===== src/rtl/bsba_pkg.sv =====
// ----------------------------------------------------------------------------
// bsba_pkg
// Types and constants of the banked SRAM bump allocator.
// ----------------------------------------------------------------------------
package bsba_pkg;

  localparam int unsigned SizeW    = 21;
  localparam int unsigned BankW    = 3;
  localparam int unsigned StatusW  = 3;
  localparam int unsigned CfgAddrW = 3;
  localparam int unsigned CfgDataW = 32;
  localparam int unsigned RemCntW  = 5;

  localparam logic [SizeW-1:0] BankBytesReset = 21'h100000;

  typedef enum logic [StatusW-1:0] {
    STAT_OK         = 3'd0,
    STAT_ZERO_SIZE  = 3'd1,
    STAT_ZERO_ALIGN = 3'd2,
    STAT_BAD_BANK   = 3'd3,
    STAT_EXHAUSTED  = 3'd4
  } alloc_status_t;

  typedef enum logic [2:0] {
    CS_IDLE,
    CS_CHECK,
    CS_LOAD,
    CS_WAIT,
    CS_EVAL,
    CS_COMMIT
  } ctrl_state_t;

  typedef struct packed {
    logic accept;
    logic rem_start;
    logic eval;
    logic commit;
  } dp_cmd_t;

  typedef struct packed {
    logic early_err;
    logic rem_done;
    logic last_bank;
    logic out_free;
  } dp_sts_t;

endpackage


===== src/rtl/bsba_if.sv =====
// ----------------------------------------------------------------------------
// bsba_if
// Request and response channel interfaces (valid/ready plus payload).
// ----------------------------------------------------------------------------
interface bsba_req_if;
  logic                       valid;
  logic                       ready;
  logic [bsba_pkg::SizeW-1:0] size_bytes;
  logic [bsba_pkg::SizeW-1:0] alignment;
  logic                       use_preferred;
  logic [bsba_pkg::BankW-1:0] pref_bank;

  modport source (output valid, size_bytes, alignment, use_preferred, pref_bank,
                  input ready);
  modport sink   (input valid, size_bytes, alignment, use_preferred, pref_bank,
                  output ready);
endinterface

interface bsba_rsp_if;
  logic                         valid;
  logic                         ready;
  logic [bsba_pkg::StatusW-1:0] status;
  logic [bsba_pkg::BankW-1:0]   bank;
  logic [bsba_pkg::SizeW-1:0]   offset;

  modport source (output valid, status, bank, offset, input ready);
  modport sink   (input valid, status, bank, offset, output ready);
endinterface


===== src/rtl/bsba_rem.sv =====
// ----------------------------------------------------------------------------
// bsba_rem
// Iterative restoring remainder unit, one dividend bit per cycle.
// ----------------------------------------------------------------------------
module bsba_rem (
  input  logic                       clk,
  input  logic                       rst_n,
  input  logic                       start,
  input  logic [bsba_pkg::SizeW-1:0] dividend,
  input  logic [bsba_pkg::SizeW-1:0] divisor,
  output logic                       busy,
  output logic [bsba_pkg::SizeW-1:0] remainder
);
  import bsba_pkg::*;

  logic               busy_r;
  logic [RemCntW-1:0] cnt_r;
  logic [SizeW-1:0]   rem_r, rem_nxt;
  logic [SizeW-1:0]   dvd_r;
  logic [SizeW-1:0]   div_r;
  logic [SizeW:0]     trial;

  always_comb begin
    trial = {rem_r, dvd_r[SizeW-1]};
    if (trial >= {1'b0, div_r}) begin
      rem_nxt = SizeW'(trial - {1'b0, div_r});
    end else begin
      rem_nxt = trial[SizeW-1:0];
    end
  end

  always_ff @(posedge clk) begin
    if (!rst_n) begin
      busy_r <= 1'b0;
      cnt_r  <= '0;
    end else if (start) begin
      busy_r <= 1'b1;
      cnt_r  <= RemCntW'(SizeW);
    end else if (busy_r) begin
      cnt_r <= cnt_r - RemCntW'(1);
      if (cnt_r == RemCntW'(1)) begin
        busy_r <= 1'b0;
      end
    end
  end

  always_ff @(posedge clk) begin
    if (start) begin
      rem_r <= '0;
      dvd_r <= dividend;
      div_r <= divisor;
    end else if (busy_r) begin
      rem_r <= rem_nxt;
      dvd_r <= {dvd_r[SizeW-2:0], 1'b0};
    end
  end

  assign busy      = busy_r;
  assign remainder = rem_r;

endmodule


===== src/rtl/bsba_ctrl.sv =====
// ----------------------------------------------------------------------------
// bsba_ctrl
// Sequencer: accept, check, per-bank remainder and fit test, commit.
// ----------------------------------------------------------------------------
module bsba_ctrl (
  input  logic              clk,
  input  logic              rst_n,
  input  logic              in_valid,
  output logic              in_ready,
  input  bsba_pkg::dp_sts_t sts,
  output bsba_pkg::dp_cmd_t cmd
);
  import bsba_pkg::*;

  ctrl_state_t state_r, state_nxt;

  always_comb begin
    state_nxt = state_r;
    case (state_r)
      CS_IDLE: begin
        if (in_valid) state_nxt = CS_CHECK;
      end
      CS_CHECK: begin
        state_nxt = sts.early_err ? CS_COMMIT : CS_LOAD;
      end
      CS_LOAD: begin
        state_nxt = CS_WAIT;
      end
      CS_WAIT: begin
        if (sts.rem_done) state_nxt = CS_EVAL;
      end
      CS_EVAL: begin
        state_nxt = sts.last_bank ? CS_COMMIT : CS_LOAD;
      end
      CS_COMMIT: begin
        if (sts.out_free) state_nxt = CS_IDLE;
      end
      default: begin
        state_nxt = CS_IDLE;
      end
    endcase
  end

  always_comb begin
    in_ready      = 1'b0;
    cmd           = '0;
    case (state_r)
      CS_IDLE: begin
        in_ready   = 1'b1;
        cmd.accept = in_valid;
      end
      CS_LOAD: begin
        cmd.rem_start = 1'b1;
      end
      CS_EVAL: begin
        cmd.eval = 1'b1;
      end
      CS_COMMIT: begin
        cmd.commit = sts.out_free;
      end
      default: begin
        cmd = '0;
      end
    endcase
  end

  always_ff @(posedge clk) begin
    if (!rst_n) begin
      state_r <= CS_IDLE;
    end else begin
      state_r <= state_nxt;
    end
  end

endmodule


===== src/rtl/bsba_dp.sv =====
// ----------------------------------------------------------------------------
// bsba_dp
// Datapath: request registers, bank cursors, fit test, best-bank tracking,
// result register.
// ----------------------------------------------------------------------------
module bsba_dp #(
  parameter int unsigned BANK_COUNT = 4
) (
  input  logic                         clk,
  input  logic                         rst_n,
  input  bsba_pkg::dp_cmd_t            cmd,
  output bsba_pkg::dp_sts_t            sts,
  input  logic [bsba_pkg::SizeW-1:0]   bank_bytes,
  input  logic [bsba_pkg::SizeW-1:0]   in_size_bytes,
  input  logic [bsba_pkg::SizeW-1:0]   in_alignment,
  input  logic                         in_use_preferred,
  input  logic [bsba_pkg::BankW-1:0]   in_pref_bank,
  output logic                         out_valid,
  input  logic                         out_ready,
  output logic [bsba_pkg::StatusW-1:0] out_status,
  output logic [bsba_pkg::BankW-1:0]   out_bank,
  output logic [bsba_pkg::SizeW-1:0]   out_offset
);
  import bsba_pkg::*;

  localparam int unsigned IdxW      = (BANK_COUNT > 1) ? $clog2(BANK_COUNT) : 1;
  localparam logic [BankW:0] BankLimit = (BankW+1)'(BANK_COUNT);
  localparam logic [IdxW-1:0] LastIdx  = IdxW'(BANK_COUNT - 1);

  logic [SizeW-1:0] size_r, align_r;
  logic             use_pref_r, bad_bank_r;
  logic [IdxW-1:0]  idx_r, best_idx_r;
  logic             found_r;
  logic [SizeW-1:0] best_cur_r, best_start_r;
  logic [SizeW-1:0] cursor_r [BANK_COUNT];

  logic                out_valid_r;
  logic [StatusW-1:0]  out_status_r;
  logic [BankW-1:0]    out_bank_r;
  logic [SizeW-1:0]    out_offset_r;

  logic [SizeW-1:0]   cur, rem, adj;
  logic               rem_busy;
  logic [SizeW:0]     start_sum;
  logic [SizeW+1:0]   end_sum;
  logic               fit, better;
  alloc_status_t      stat_nxt;

  bsba_rem u_rem (
    .clk       (clk),
    .rst_n     (rst_n),
    .start     (cmd.rem_start),
    .dividend  (cursor_r[idx_r]),
    .divisor   (align_r),
    .busy      (rem_busy),
    .remainder (rem)
  );

  always_comb begin
    cur       = cursor_r[idx_r];
    adj       = (rem == '0) ? '0 : (align_r - rem);
    start_sum = {1'b0, cur} + {1'b0, adj};
    end_sum   = {1'b0, start_sum} + {2'b00, size_r};
    fit       = end_sum <= {2'b00, bank_bytes};
    better    = !found_r || (cur < best_cur_r);
  end

  always_comb begin
    if (size_r == '0) begin
      stat_nxt = STAT_ZERO_SIZE;
    end else if (align_r == '0) begin
      stat_nxt = STAT_ZERO_ALIGN;
    end else if (bad_bank_r) begin
      stat_nxt = STAT_BAD_BANK;
    end else if (found_r) begin
      stat_nxt = STAT_OK;
    end else begin
      stat_nxt = STAT_EXHAUSTED;
    end
  end

  assign sts.early_err = (size_r == '0) || (align_r == '0) || bad_bank_r;
  assign sts.rem_done  = !rem_busy;
  assign sts.last_bank = use_pref_r || (idx_r == LastIdx);
  assign sts.out_free  = !out_valid_r || out_ready;

  // request registers and scan state
  always_ff @(posedge clk) begin
    if (cmd.accept) begin
      size_r     <= in_size_bytes;
      align_r    <= in_alignment;
      use_pref_r <= in_use_preferred;
      bad_bank_r <= in_use_preferred && ({1'b0, in_pref_bank} >= BankLimit);
      idx_r      <= in_use_preferred ? in_pref_bank[IdxW-1:0] : '0;
    end else if (cmd.eval) begin
      idx_r <= idx_r + IdxW'(1);
    end
  end

  always_ff @(posedge clk) begin
    if (!rst_n) begin
      found_r <= 1'b0;
    end else if (cmd.accept) begin
      found_r <= 1'b0;
    end else if (cmd.eval && fit && better) begin
      found_r <= 1'b1;
    end
  end

  always_ff @(posedge clk) begin
    if (cmd.eval && fit && better) begin
      best_idx_r   <= idx_r;
      best_cur_r   <= cur;
      best_start_r <= start_sum[SizeW-1:0];
    end
  end

  always_ff @(posedge clk) begin
    if (!rst_n) begin
      for (int i = 0; i < BANK_COUNT; i++) begin
        cursor_r[i] <= '0;
      end
    end else if (cmd.commit && (stat_nxt == STAT_OK)) begin
      cursor_r[best_idx_r] <= best_start_r + size_r;
    end
  end

  // result register
  always_ff @(posedge clk) begin
    if (!rst_n) begin
      out_valid_r <= 1'b0;
    end else if (cmd.commit) begin
      out_valid_r <= 1'b1;
    end else if (out_ready) begin
      out_valid_r <= 1'b0;
    end
  end

  always_ff @(posedge clk) begin
    if (cmd.commit) begin
      out_status_r <= stat_nxt;
      out_bank_r   <= (stat_nxt == STAT_OK) ? BankW'(best_idx_r) : '0;
      out_offset_r <= (stat_nxt == STAT_OK) ? best_start_r : '0;
    end
  end

  assign out_valid  = out_valid_r;
  assign out_status = out_status_r;
  assign out_bank   = out_bank_r;
  assign out_offset = out_offset_r;

endmodule


===== src/rtl/banked_sram_bump_allocator.sv =====
// ----------------------------------------------------------------------------
// banked_sram_bump_allocator
// Bump allocator over BANK_COUNT SRAM banks with an APB register port.
// ----------------------------------------------------------------------------
// Usage:
//   in_req  : allocation request (size_bytes, alignment, use_preferred,
//             pref_bank), taken when valid and ready are both high.
//   out_rsp : one response per request (status, bank, offset).
//   APB     : register 0 at byte 0 is bank_bytes (21 bits, reset 1048576).
//             Write it only while no request is in flight.
// One request at a time. Each bank tried runs the 21-step remainder unit,
//   whose result rounds the cursor up to the alignment; only the preferred
//   bank is tried when one is given, all BANK_COUNT banks otherwise, and a
//   rejected request skips the scan and goes straight to its response.
// The next request is accepted once the previous response sits in the output
//   register; a stalled response holds there and blocks only the commit of the
//   next one.
// Reset: synchronous, active low; all cursors return to zero, bank_bytes to
//   1048576, no response pending.
// ----------------------------------------------------------------------------
module banked_sram_bump_allocator #(
  parameter int unsigned BANK_COUNT = 4
) (
  input  logic                          clk,
  input  logic                          rst_n,
  bsba_req_if.sink                      in_req,
  bsba_rsp_if.source                    out_rsp,
  input  logic                          psel,
  input  logic                          penable,
  input  logic                          pwrite,
  input  logic [bsba_pkg::CfgAddrW-1:0] paddr,
  input  logic [bsba_pkg::CfgDataW-1:0] pwdata,
  output logic [bsba_pkg::CfgDataW-1:0] prdata,
  output logic                          pready
);
  import bsba_pkg::*;

  logic [SizeW-1:0] bank_bytes_r;
  logic             reg0_sel;
  dp_cmd_t          cmd;
  dp_sts_t          sts;

  assign reg0_sel = (paddr[CfgAddrW-1] == 1'b0);
  assign pready   = 1'b1;
  assign prdata   = reg0_sel ? {(CfgDataW-SizeW)'(0), bank_bytes_r} : '0;

  always_ff @(posedge clk) begin
    if (!rst_n) begin
      bank_bytes_r <= BankBytesReset;
    end else if (psel && penable && pwrite && reg0_sel) begin
      bank_bytes_r <= pwdata[SizeW-1:0];
    end
  end

  bsba_ctrl u_ctrl (
    .clk      (clk),
    .rst_n    (rst_n),
    .in_valid (in_req.valid),
    .in_ready (in_req.ready),
    .sts      (sts),
    .cmd      (cmd)
  );

  bsba_dp #(
    .BANK_COUNT (BANK_COUNT)
  ) u_dp (
    .clk               (clk),
    .rst_n             (rst_n),
    .cmd               (cmd),
    .sts               (sts),
    .bank_bytes        (bank_bytes_r),
    .in_size_bytes     (in_req.size_bytes),
    .in_alignment      (in_req.alignment),
    .in_use_preferred  (in_req.use_preferred),
    .in_pref_bank      (in_req.pref_bank),
    .out_valid         (out_rsp.valid),
    .out_ready         (out_rsp.ready),
    .out_status        (out_rsp.status),
    .out_bank          (out_rsp.bank),
    .out_offset        (out_rsp.offset)
  );

endmodule


===== src/flat_wrapper.sv =====
// flat-port wrapper written by rule: the top's interface ports become plain ports
module banked_sram_bump_allocator_flat import bsba_pkg::*;
#(
  parameter int unsigned BANK_COUNT = 4
)
  (clk, rst_n, psel, penable, pwrite, paddr, pwdata, prdata, pready, in_req_valid, in_req_size_bytes, in_req_alignment, in_req_use_preferred, in_req_pref_bank, in_req_ready, out_rsp_valid, out_rsp_status, out_rsp_bank, out_rsp_offset, out_rsp_ready);
  bsba_req_if in_req_i ();
  bsba_rsp_if out_rsp_i ();
  input  logic clk;
  input  logic rst_n;
  input  logic psel;
  input  logic penable;
  input  logic pwrite;
  input  logic [bsba_pkg::CfgAddrW-1:0] paddr;
  input  logic [bsba_pkg::CfgDataW-1:0] pwdata;
  output logic [bsba_pkg::CfgDataW-1:0] prdata;
  output logic pready;
  input wire logic [$bits(in_req_i.valid)-1:0] in_req_valid;
  input wire logic [$bits(in_req_i.size_bytes)-1:0] in_req_size_bytes;
  input wire logic [$bits(in_req_i.alignment)-1:0] in_req_alignment;
  input wire logic [$bits(in_req_i.use_preferred)-1:0] in_req_use_preferred;
  input wire logic [$bits(in_req_i.pref_bank)-1:0] in_req_pref_bank;
  output wire logic [$bits(in_req_i.ready)-1:0] in_req_ready;
  output wire logic [$bits(out_rsp_i.valid)-1:0] out_rsp_valid;
  output wire logic [$bits(out_rsp_i.status)-1:0] out_rsp_status;
  output wire logic [$bits(out_rsp_i.bank)-1:0] out_rsp_bank;
  output wire logic [$bits(out_rsp_i.offset)-1:0] out_rsp_offset;
  input wire logic [$bits(out_rsp_i.ready)-1:0] out_rsp_ready;
  assign in_req_i.valid = in_req_valid;
  assign in_req_i.size_bytes = in_req_size_bytes;
  assign in_req_i.alignment = in_req_alignment;
  assign in_req_i.use_preferred = in_req_use_preferred;
  assign in_req_i.pref_bank = in_req_pref_bank;
  assign in_req_ready = in_req_i.ready;
  assign out_rsp_valid = out_rsp_i.valid;
  assign out_rsp_status = out_rsp_i.status;
  assign out_rsp_bank = out_rsp_i.bank;
  assign out_rsp_offset = out_rsp_i.offset;
  assign out_rsp_i.ready = out_rsp_ready;
  banked_sram_bump_allocator #(.BANK_COUNT(BANK_COUNT)) u_core (.clk(clk), .rst_n(rst_n), .in_req(in_req_i), .out_rsp(out_rsp_i), .psel(psel), .penable(penable), .pwrite(pwrite), .paddr(paddr), .pwdata(pwdata), .prdata(prdata), .pready(pready));
endmodule

===== config.mk =====
export PLATFORM = sky130hd
export DESIGN_NAME = banked_sram_bump_allocator_flat
export DESIGN_NICKNAME = d
export VERILOG_FILES = /design/src/rtl/bsba_pkg.sv /design/src/rtl/bsba_if.sv /design/src/rtl/bsba_rem.sv /design/src/rtl/bsba_ctrl.sv /design/src/rtl/bsba_dp.sv /design/src/rtl/banked_sram_bump_allocator.sv /design/src/flat_wrapper.sv
export SDC_FILE = /design/constraint.sdc
export NUM_CORES = 1
export LEC_CHECK = 0
export BUFFER_PORTS_ARGS = -buffer_cell sky130_fd_sc_hd__buf_2
export CORE_ASPECT_RATIO = 0.8
export CORE_MARGIN = 2
export CORE_UTILIZATION = 35
export CTS_CLUSTER_DIAMETER = 150
export DETAILED_ROUTE_END_ITERATION = 16
export HOLD_SLACK_MARGIN = 0.03
export RECOVER_POWER = 50
export SYNTH_ARGS = -nofsm -noshare
export SYNTH_HDL_FRONTEND = slang
export SYNTH_SLANG_ARGS = --single-unit

===== constraint.sdc =====
create_clock -name clk -period 9.4 [get_ports clk]
set_clock_uncertainty 0.1 [all_clocks]
set_input_delay 0.47 -clock clk [delete_from_list [all_inputs] [get_ports clk]]
set_output_delay 0.47 -clock clk [all_outputs]
set_load 0.05 [all_outputs]

Word level (Yosys, flattened, before mapping)
Memories as Yosys holds them, arrays and structs flattened. A register that Yosys moved wholly into a read port is not among the register bits.
Index checks and enable logic that the tools add are counted.
{ "totals": {"register_bits": 212, "mem_bits_rw": 84, "input_bits": 88, "output_inout_bits": 62, "elab_cells": 110, "n_memories": 1} }
{ "memory_table": {"columns": ["memory", "words", "width", "read_ports", "rd_ports_with_merged_regs", "write_ports", "line", "rtl"], "rows": [
  ["u_core.u_dp.cursor_r", 4, 21, 1, 1, 4, "bsba_dp.sv:35", "logic [SizeW-1:0] cursor_r [BANK_COUNT];"]
]} }
{ "classes": {"n_addsub": 7, "n_lt_le_gt_ge": 4, "n_eq_ne": 10, "muxes": 38, "bitwise": 2, "n_reduce_logical": 26} }
{ "ops": {"columns": ["op", "count"], "rows": [
  ["21-bit two-way mux", 6],
  ["21-bit zero test", 3],
  ["21-bit subtractor", 2],
  ["3-bit two-way mux", 9],
  ["22-bit by 21-bit adder with 23-bit output", 1],
  ["23-bit by 21-bit less-or-equal comparator with 1-bit output", 1],
  ["21-bit by 21-bit adder with 22-bit output", 1],
  ["22-bit by 21-bit greater-or-equal comparator with 1-bit output", 1],
  ["21-bit adder", 1],
  ["21-bit less-than comparator", 1],
  ["21-bit OR reduction", 1],
  ["3-bit one-hot mux with 6 select lines", 1],
  ["1-bit two-way mux", 15],
  ["2-bit two-way mux", 5],
  ["5-bit two-way mux", 2],
  ["1-bit logical AND", 7],
  ["3-bit by 2-bit equality test with 1-bit output (second input constant)", 2],
  ["3-bit equality test (second input constant)", 2],
  ["3-bit zero test", 2],
  ["2-bit != test (second input constant)", 3],
  ["2-bit nonzero test", 3],
  ["5-bit by 1-bit equality test with 1-bit output (second input constant)", 1],
  ["1-bit logical OR", 5],
  ["5-bit by 1-bit subtractor with 5-bit output (second input constant)", 1],
  ["8 further kinds", 11]
]} }

Depth between registers and ports, before layout
Gate-level depths: netlist of the first run.
{ "depth": {"depth_word": 11, "ltp_mapped": 34, "mapped_depth_nobuf": 34} }

Cells and area by module
Synthesis of the first run repeated with hierarchy kept, for this count alone.
{ "unflattened": {"cells_unflattened": 1675, "area_unflattened_um2": 17909.7} }
{ "by_module_without_submodules": {"columns": ["mod", "n_inst", "cells_each", "area_each_um2", "seq_area_each_um2"], "rows": [
  ["bsba_dp", 1, 1117, 12597.1, 6085.8],
  ["bsba_rem", 1, 390, 3955.0, 1801.7],
  ["banked_sram_bump_allocator", 1, 130, 1093.5, 420.4],
  ["bsba_ctrl", 1, 38, 264.0, 60.1]
]} }

Worst setup path after synthesis of the first run
No wires, ideal clock.
{ "synth_timing": {"kind": "register to register", "startpoint": "reg u_core.u_dp.align_r[5]", "endpoint": "reg u_core.u_dp.best_cur_r[0] (enable)", "setup_ns": 0.526, "t_arrival_ns": 9.417, "t_required_ns": 8.774, "slack_ns": -0.643, "path_stages_with_launch": 32, "path_buffers": 0, "period_less_slack_ns": 10.043, "path_cell_list": "edfxtp_1 ha_1 a21o_1 or2_2 o2111ai_1 nand3b_1 a21o_1 a21oi_1 xor2_1 nor2_1 ha_1 o21ai_0 a21oi_1 nor2_1 a21oi_1 a221oi_1 nor3_1 a21oi_1 xnor2_1 ha_1 a21o_1 or3_1 a31oi_1 nor2_1 xor2_1 ha_1 a2111oi_0 nand2_1 or3_1 o32ai_1 nand2_1 a311oi_1"} }
{ "synth_between": {"elab_chain_len": 7} }
{ "synth_lines": {"columns": ["item", "line", "rtl"], "rows": [
  ["start, declared", "bsba_dp.sv:30", "logic [SizeW-1:0] size_r, align_r;"],
  ["start signal, assigned", "bsba_dp.sv:91", "align_r <= in_alignment;"],
  ["21-bit subtractor", "bsba_dp.sv:61", "adj = (rem == '0) ? '0 : (align_r - rem);"],
  ["21-bit two-way mux", "bsba_dp.sv:61", null],
  ["21-bit by 21-bit adder with 22-bit output", "bsba_dp.sv:62", "start_sum = {1'b0, cur} + {1'b0, adj};"],
  ["named net u_core.u_dp.start_sum[18]", "bsba_dp.sv:44", "logic [SizeW:0] start_sum;"],
  ["22-bit by 21-bit adder with 23-bit output", "bsba_dp.sv:63", "end_sum = {1'b0, start_sum} + {2'b00, size_r};"],
  ["23-bit by 21-bit less-or-equal comparator with 1-bit output", "bsba_dp.sv:64", "fit = end_sum <= {2'b00, bank_bytes};"],
  ["1-bit logical AND (2 in series)", "bsba_dp.sv:111", "if (cmd.eval && fit && better) begin"],
  ["end signal, assigned", "bsba_dp.sv:113", "best_cur_r <= cur;"],
  ["end, declared", "bsba_dp.sv:34", "logic [SizeW-1:0] best_cur_r, best_start_r;"]
]} }
The timed path passes the listed nets, and every way through them passes these cells.
A chain may end at the register's enable or synchronous reset.

Worst setup path in the final report of the first run
{ "layout_timing": {"startpoint": "reg u_core.u_dp.align_r[5]", "endpoint": "reg u_core.u_dp.best_cur_r[16] (enable)"} }
Same word-level chain as after synthesis.

==> metrics.md, run 1 <==
| Metric | Value |
|---|---|
| Status | finished with violations |
| Failing checks | capacitance limit, slew limit |
| Synth cell count leaders | edfxtp_1, nor2_1, nand2_1, ha_1, inv_1 |
| Total GRT Usage | 17.37% |
| Remaining antenna violation count | 0 |
| Hold Crit Class | in2reg |
| Via count | 13,310 |
| Starting Density | 35.33% |
| Number of enable flip-flop cells after synthesis | about 240 |
| Die area | 51,880 um2 |
| Unrepaired setup endpoints after global routing | false |
| Congestion Overflow GR | 0 |
| Placed Area | 18,870 um2 |
| Mapped Area | 17,520 um2 |
| Initial antenna violation count | 1 |
| Core footprint | 49,600 um2 |
| Yosys top cell area share | 41.47% |
| FF+latch count, synth | between 200 and 300 |
| Finish-stage setup viols | 0 |
| Data required, critical path | 9.48 ns |
| CP Capture Type | register |
| Critical Path Slowest Stage Cell | nor3_1 |
| DR vias/cell | 5.207 |
| Min Hold Slack | 0.06317 ns |
| First-pass GRT wire length | 70.04 mm |
| Max-slew headroom | -54.83% |
| Area Growth Syn to Fin | 16.18% |
| 1st-iter DRT viols | between 1,000 and 1,500 |
| Fmax | 116.6 MHz |
| Clk sinks | 297 |
| ANT cells | 0 |
| Die Height | 204.1 um |
| RePlAce Congestion | 0.8825 |
| PortBufs | roughly 120 |
| Max cap viols | 4 |
| CP Launch Type | register |
| Ratio of cells with drive above 1 in the final layout | 9.463% |
| Unique masters post-synth | 80 |
| DRC | 0 |
| CP max FO | 32 |
| CTS max path bufs | 3 |
| Post-Syn Instances | 1,686 |
| Final period util | about nine tenths |
| TNS Setup | 0 ns |
| Sequential fraction of the synthesis area | 47.75% |
| CP peak stage delay | 0.58 ns |
| CTS resizes | 0 |
| Slew Limit Fails | 138 |
| Drt total wl | approximately 45 mm |
| Clock Latency Late Sink | approximately 0.56 ns |
| Fin crit period | 8.578 ns |
| Largest net degree at the start of global routing | 43 |
| Setup bufs post-CTS | 0 |
| Crit path arrival time | 8.66 ns |
| Final hold viol count | 0 |
| CTS root buffer | clkbuf_16 |
| FFs w/ async S/R, synth | 0% |
| CTS Buf Count | 35 |
| Yosys warns | 0 |
| Die width | 254.2 um |
| Site Rows | 73 |
| Final-stage net count | between 2,000 and 2,500 |
| Detailed Routing Iterations Pass 1 | 5 |
| Vias in the first global route | between 10,000 and 15,000 |
| Worst slew pin tran | 2.322 ns |
| Detailed Place HPWL | 33.49 mm |
| Cells after DPL | 2,450 |
| Synth top area cells | edfxtp_1, ha_1, dfxtp_1 |
| Post-Syn Area per Cell | 10.39 um2 |
| Fin cells | approximately 2,600 |
| Yosys top cell by area | edfxtp_1 |
| IO Pins | 150 |
| Number of H-tree levels | 2 |
| Top FF cell, synth | edfxtp_1 |
| Clock-pin slew on the worst setup and hold paths | 0.06 ns |
| WS Path Type | reg2reg |
| Most frequent cell after synthesis | edfxtp_1 |
| WL/cell | 17.71 um |
| Design Area, Final | 20,360 um2 |
| CTS tree | built |
-- cells by family after synthesis --
logic type,count (synthesis),synth area share (%)
AO/OA/AOI/OAI,373,13.84
XOR/XNOR,81,4.049
adder cells (fa/ha/maj),154,11.21
buffers and inverters,182,4.348
flip-flops,297,47.75
multiplexers,35,3.527
other,2,0.04286
AND/OR/NAND/NOR,562,15.23
-- final timing paths --
path                          startpoint                         end  slack, ns  depth (start not counted)
setup reg to reg  u_core.u_dp.align_r[5]  u_core.u_dp.best_cur_r[16]       0.82                         32
setup / recovery  u_core.u_dp.align_r[5]  u_core.u_dp.best_cur_r[16]       0.82                         32
hold reg to reg   u_core.bank_bytes_r[4]      u_core.bank_bytes_r[4]       0.36                          2
hold / removal                pwdata[13]     u_core.bank_bytes_r[13]       0.06                          3
-- what timing repair did --
action                                  in CTS  in global routing
endpoints found under the hold margin       43                  0
hold buffers                                43                  0
endpoints found under the setup margin       0                  0
-- cells in the final DEF, fill, tap and decap left out, drive strengths merged, types with 54 or more instances in the layout --
cell type,Yosys,final
edfxtp,242,242
nor2,185,185
nand2,157,157
ha,149,149
inv,121,121
a21oi,118,118
clkbuf,31,109
buf,30,76
o21ai,66,66
dfxtp,55,55
xnor2,54,54
-- critical path, delay by kind of cell (launching register included) --
kind,cells,cell delay [ns]
AOI/OAI and AO/OA,14,3.00
xor gates and xnor gates,3,0.68
adders and majority gates,4,1.44
buffers and inverters,1,0.48
DFF,1,0.44
and+or+nand+nor,10,2.08
-- flip-flops by register name, summed over array words and instances (netlist names), 21 cells and up, named ones only --
register / flops
u_core.bank_bytes_r: 21
u_core.u_dp.u_rem.div_r: 21
u_core.u_dp.out_offset: 21
u_core.u_dp.align_r: 21
u_core.u_dp.best_start_r: 21
u_core.u_dp.u_rem.dvd_r: 21
u_core.u_dp.u_rem.remainder: 21
u_core.u_dp.size_r: 21
u_core.u_dp.cursor_r: 84
u_core.u_dp.best_cur_r: 21
-- through the flow --
stage	util, %	setup WS [ns]
global route	41.05	0.1763
global placement	38.05	1.015
floorplan	-	0.8756
detailed placement	38.05	0.9355
CTS	41.24	0.8924
finish	41.05	0.8218
-- cell type report --
cell class                      instances  area [um2]
Fill cell                            4783       29240
Multi-Input combinational cell       1218        8463
Sequential cell                       297        8368
Timing Repair Buffer                  182        1077
Clock buffer                           46       947.2
Tap cell                              675       844.6
Inverter                              121       454.2
Clock inverter                         17       203.9
-- per-layer routing --
| metal | share of wire [%] | up-vias | wire length, um | track usage (%) |
|---|---|---|---|---|
| li1 | - | 6445 | - | - |
| met1 | 48 | 6495 | 21800 | 25.08 |
| met2 | 44 | 314 | 19940 | 26.41 |
| met3 | 5.9 | 54 | 2690 | 3.770 |
| met4 | 1.9 | 0 | 842 | 4.265 |
| met5 | 0 | - | 0 | 0 |
Power of run 1 is not shown: default switching activity piles up to over one toggle a cycle in this logic, so the estimate is an artifact.
==> inputs of run 2 (changes only) <==
--- a/config.mk
+++ b/config.mk
@@ -9,7 +9,7 @@
 export CORE_ASPECT_RATIO = 0.8
 export CORE_MARGIN = 2
 export CORE_UTILIZATION = 35
-export CTS_CLUSTER_DIAMETER = 150
+export CTS_CLUSTER_DIAMETER = 60
 export DETAILED_ROUTE_END_ITERATION = 16
 export HOLD_SLACK_MARGIN = 0.03
 export RECOVER_POWER = 50
==> constraint.sdc (replaced) <==
create_clock -name clk -period 9.4 [get_ports clk]
set_clock_uncertainty 0.1 [all_clocks]
set_input_delay 0.47 -clock clk [delete_from_list [all_inputs] [get_ports clk]]
set_output_delay 0.47 -clock clk [all_outputs]
set_load 0.1 [all_outputs]
==> metrics.md, run 2 (synthesized netlist as in run 1, its figures left out) <==
| Metric | Value |
|---|---|
| CTS root buffer | clkbuf_16 |
| CP max FO | 32 |
| Fin crit period | between 8 and 9 ns |
| Detailed Routing Iterations Pass 1 | 5 |
| Fin cells | 2,572 |
| Cells after DPL | about 2,500 |
| Max reg flops | 84 |
| Hold Path Cell Cnt | 3 |
| RePlAce Congestion | 0.8825 |
| Reg with most FFs | u_core.u_dp.cursor_r |
| Final hold viol count | 0 |
| Crit path arrival time | just under 9 ns |
| Max cap viols | 4 |
| Most frequent cells in the layout | edfxtp_1, nor2_1, nand2_1, ha_1, inv_1 |
| Core footprint | between 40,000 and 50,000 um2 |
| Remaining antenna violation count | 0 |
| Unrepaired setup endpoints after global routing | false |
| Most common cell after layout, fill and taps aside | edfxtp_1 |
| TNS Setup | 0 ns |
| DRC | 0 |
| Die area | 51,880 um2 |
| Beginning of the worst register-to-register path | u_core.u_dp.align_r[5] |
| PortBufs | 123 |
| Via count | around 13,000 |
| Starting Density | about a third |
| IO Pins | 150 |
| Clock-pin slew on the worst setup and hold paths | 0.06 ns |
| Max-slew headroom | -52.32% |
| Hold Startpoint | pwdata[4] |
| Clk sinks | 297 |
| Hold Crit Class | in2reg |
| Area Growth Syn to Fin | 16.86% |
| CP Capture Type | register |
| Total GRT Usage | 17.41% |
| Critical Path Slowest Stage Cell | nor3_1 |
| Clock Latency Late Sink | 0.58 ns |
| Reg-to-Reg End | u_core.u_dp.best_cur_r[14] |
| Number of H-tree levels | 2 |
| Data required, critical path | 9.48 ns |
| WS Path Type | reg2reg |
| CTS Buf Count | 37 |
| Status | finished with violations |
| Hold EP | u_core.bank_bytes_r[4] |
| CTS tree | built |
| Site Rows | 73 |
| WL/cell | ~18 um |
| Drt total wl | 45.31 mm |
| First-pass GRT wire length | 70.35 mm |
| Largest net degree at the start of global routing | 43 |
| Vias in the first global route | 12,650 |
| ANT cells | 0 |
| Finish-stage setup viols | 0 |
| Final period util | 91.46% |
| CP Launch Type | register |
| Initial antenna violation count | 1 |
| Final-stage net count | 2,111 |
| CTS max path bufs | 3 |
| DR vias/cell | 5.185 |
| FF-to-FF path depth | 32 |
| Ratio of cells with drive above 1 in the final layout | 9.647% |
| Die width | 254.2 um |
| Fmax | 116.3 MHz |
| Die Height | 204.1 um |
| CP peak stage delay | 0.56 ns |
| Detailed Place HPWL | 33.49 mm |
| Failing checks | capacitance limit, slew limit |
| R2r setup slk | 0.80 ns |
| Worst slew pin tran | 2.285 ns |
| FILL cells | 4,760 |
| Slew Limit Fails | 138 |
| 1st-iter DRT viols | 1,101 |
| Congestion Overflow GR | 0 |
## run 2: cell count changes in the layout (fill, tap and decap cells not counted), moves of 2 or more
cell / delta
dlygate4sd3_1: +12
clkinv_2: +6
bufinv_16: -3
clkbuf_8: -3
clkbuf_16: +2
clkinv_16: +2
clkinv_8: -2
inv_6: +2
## run 2: per-layer routing
metal / track usage, % / wire (um) / share of wire (%) / vias to the layer above
li1: - / - / - / 6473
met1: 25.19 / 21440 / 47 / 6456
met2: 26.51 / 20070 / 44 / 357
met5: 0 / 0 / 0 / -
met3: 3.388 / 2967 / 6.5 / 51
met4: 4.706 / 834 / 1.8 / 0
## run 2: cell type report
class,instances,area [um2],area share (%)
well taps,675,844.6,4.124
multi-input cells,1218,8463,41.33
repair buffers,194,1197,5.848
clock inverters,23,197.7,0.9654
inverters,121,454.2,2.218
flip-flops and latches,297,8368,40.87
clock buffers,44,952.2,4.650
## run 2: how the worst max path moves through the flow
stage	start	to	depth (start not counted)
CTS	u_core.u_dp.align_r[5]	u_core.u_dp.best_cur_r[14]	32
global route	u_core.u_dp.align_r[0]	u_core.u_dp.best_cur_r[14]	35
global placement	u_core.u_dp.align_r[5]	u_core.u_dp.best_cur_r[16]	32
floorplan	u_core.u_dp.align_r[5]	u_core.u_dp.best_cur_r[0]	31
detailed placement	u_core.u_dp.align_r[5]	u_core.u_dp.best_cur_r[16]	32
finish	u_core.u_dp.align_r[5]	u_core.u_dp.best_cur_r[14]	32
## run 2: metrics by stage
| step | cell area (um2) | setup slack [ns] | util (%) | hold WS [ns] |
|---|---|---|---|---|
| 6_report | 20480 | 0.8031 | 41.29 | 0.05914 |
| 3_3_place_gp | 18870 | 1.015 | 38.05 | 0.3527 |
| 2_1_floorplan | 17570 | 0.8756 | - | 0.3435 |
| 4_1_cts | 20570 | 0.8788 | 41.48 | 0.03413 |
| 5_1_grt | 20480 | 0.1607 | 41.29 | 0.05680 |
| 3_5_place_dp | 18870 | 0.9355 | 38.05 | 0.3586 |
## run 2: critical path, delay by kind of cell, from the launching register on
kind	cells	cell delay, ns
compound gates	14	3.01
xor+xnor	3	0.69
flops	1	0.44
buf+inv	1	0.47
simple gates	10	2.06
fa+ha+maj	4	1.46
## run 2: repair_timing
item                       CTS  global route
setup endpoints to repair    0             0
setup buffers                0             0
gates resized for setup      0             0
hold endpoints to repair    55             0
hold buffers                55             0
Power of run 2 is left out for the same reason.
==> inputs of run 3 (changes only) <==
--- a/config.mk
+++ b/config.mk
@@ -8,10 +8,11 @@
 export BUFFER_PORTS_ARGS = -buffer_cell sky130_fd_sc_hd__buf_2
 export CORE_ASPECT_RATIO = 0.8
 export CORE_MARGIN = 2
-export CORE_UTILIZATION = 35
+export CORE_UTILIZATION = 55
 export CTS_CLUSTER_DIAMETER = 60
 export DETAILED_ROUTE_END_ITERATION = 16
 export HOLD_SLACK_MARGIN = 0.03
+export PLACE_DENSITY = 0.77
 export RECOVER_POWER = 50
 export SYNTH_ARGS = -nofsm -noshare
 export SYNTH_HDL_FRONTEND = slang
==> metrics.md, run 3 (synthesized netlist as in run 1, its figures left out) <==
| Metric | Value |
|---|---|
| Status | finished with violations |
| Failing checks | capacitance limit, slew limit |
| Drt total wl | 44.02 mm |
| WL/cell | ~19 um |
| Hold Crit Class | in2reg |
| Starting Density | 55.77% |
| Max cap viols | 4 |
| Most frequent cells in the layout | edfxtp_1, nor2_1, nand2_1, ha_1, inv_1 |
| Final period util | 90.35% |
| Most common cell after layout, fill and taps aside | edfxtp_1 |
| CTS tree | built |
| DR vias/cell | 5.868 |
| Final-stage net count | 2,103 |
| Clk sinks | 297 |
| Detailed Place HPWL | between 30 and 40 mm |
| 1st-iter DRT viols | 1,245 |
| FILL cells | approximately 2,500 |
| IO Pins | 150 |
| CTS resizes | 0 |
| DRC | 0 |
| CP Launch Type | register |
| Detailed Routing Iterations Pass 1 | 6 |
| RePlAce Congestion | 0.9426 |
| Reg with most FFs | u_core.u_dp.cursor_r |
| Max reg flops | between 80 and 90 |
| Ratio of cells with drive above 1 in the final layout | 9.554% |
| TNS Setup | 0 ns |
| WS Path Type | reg2reg |
| PortBufs | 123 |
| Critical Path Slowest Stage Cell | nor3_1 |
| Initial antenna violation count | 0 |
| Die Height | 163.7 um |
| ANT cells | 0 |
| Die width | 203.6 um |
| Via count | between 10,000 and 15,000 |
| Clock Latency Late Sink | 0.60 ns |
| Remaining antenna violation count | 0 |
| Core footprint | ~31,000 um2 |
| WP buf/inv | 1 |
| CP max FO | 23 |
| CTS max path bufs | 3 |
| Cell family with most CP delay | compound AO/OA/AOI/OAI gates |
| Worst slew pin tran | 2.429 ns |
| CTS Buf Count | 31 |
| CP Capture Type | register |
| Fmax | between 100 and 150 MHz |
| First-pass GRT wire length | 69.60 mm |
| CTS root buffer | clkbuf_16 |
| Unrepaired setup endpoints after global routing | false |
| Final hold viol count | 0 |
| Max-slew headroom | -61.92% |
| Largest net degree at the start of global routing | 45 |
| Site Rows | 58 |
| Total GRT Usage | 26.63% |
| Crit path arrival time | 8.63 ns |
| Vias in the first global route | 12,730 |
| Number of H-tree levels | 1 |
| Congestion Overflow GR | 0 |
| Fin crit period | 8.493 ns |
| Data required, critical path | 9.53 ns |
| Finish-stage setup viols | 0 |
| Area Growth Syn to Fin | 14.07% |
| CP peak stage delay | 0.49 ns |
| Slew Limit Fails | 159 |
| Die area | 33,310 um2 |
| Clock-pin slew on the worst setup and hold paths | 0.07 ns |
[run 3: cell count changes in the layout (fill, tap and decap cells not counted), moves of 2 or more]
cell / delta
bufinv_16: +2
clkinv_2: -7
and2_0: -3
clkbuf_1: -8
buf_2: +7
clkbuf_16: -6
clkinvlp_4: +3
clkinv_16: -2
and2_1: +3
[run 3: repair_timing]
item,4_1_cts,5_1_grt
endpoints found under the setup margin,0,0
endpoints found under the hold margin,54,0
buffers inserted,0,0
hold buffers,54,0
[run 3: worst min-delay path: cells and delay by family]
kind                   cells  cell delay [ns]
buffers and inverters      1             0.09
AO/OA/AOI/OAI              1             0.08
AND/OR/NAND/NOR            1             0.04
[run 3: path summary, 6_finish.rpt]
path	from	to	slack, ns	cells past startpoint
setup / recovery	u_core.u_dp.align_r[5]	u_core.u_dp.best_start_r[14]	0.91	30
hold / removal	pwdata[7]	u_core.bank_bytes_r[7]	0.05	3
setup reg to reg	u_core.u_dp.align_r[5]	u_core.u_dp.best_start_r[14]	0.91	30
hold reg to reg	u_core.bank_bytes_r[10]	u_core.bank_bytes_r[10]	0.37	2
[run 3: final cells by class]
cell class                      count  area, um2  share of cell area, %
Inverter                          121      454.2                  2.272
Clock buffer                       38      802.0                  4.013
Sequential cell                   297       8368                  41.87
Tap cell                          420      525.5                  2.629
Clock inverter                     18      176.4                 0.8826
Multi-Input combinational cell   1218       8469                  42.37
Timing Repair Buffer              192       1192                  5.966
[run 3: stage by stage]
stage | std cells | hold slack (ns) | util [%] | worst slack, ns | instance area, um2
floorplan | 1697 | 0.3435 | - | 0.8756 | 17570
global placement | 2194 | 0.3534 | 59.02 | 1.151 | 18550
detailed placement | 2194 | 0.3604 | 59.02 | 1.096 | 18550
CTS | 2304 | 0.03338 | 63.85 | 0.9912 | 20060
global route | 2304 | 0.04258 | 63.61 | 0.2968 | 19990
finish | 2304 | 0.04774 | 63.61 | 0.9069 | 19990
[run 3: routing by layer]
metal	up-vias	track usage, %	wire length (um)
met3	59	5.128	3599
met2	476	39.50	18950
li1	6472	-	-
met1	6514	40.86	20810
met4	0	4.745	658
met5	-	0	0
Power of run 3 is left out for the same reason.
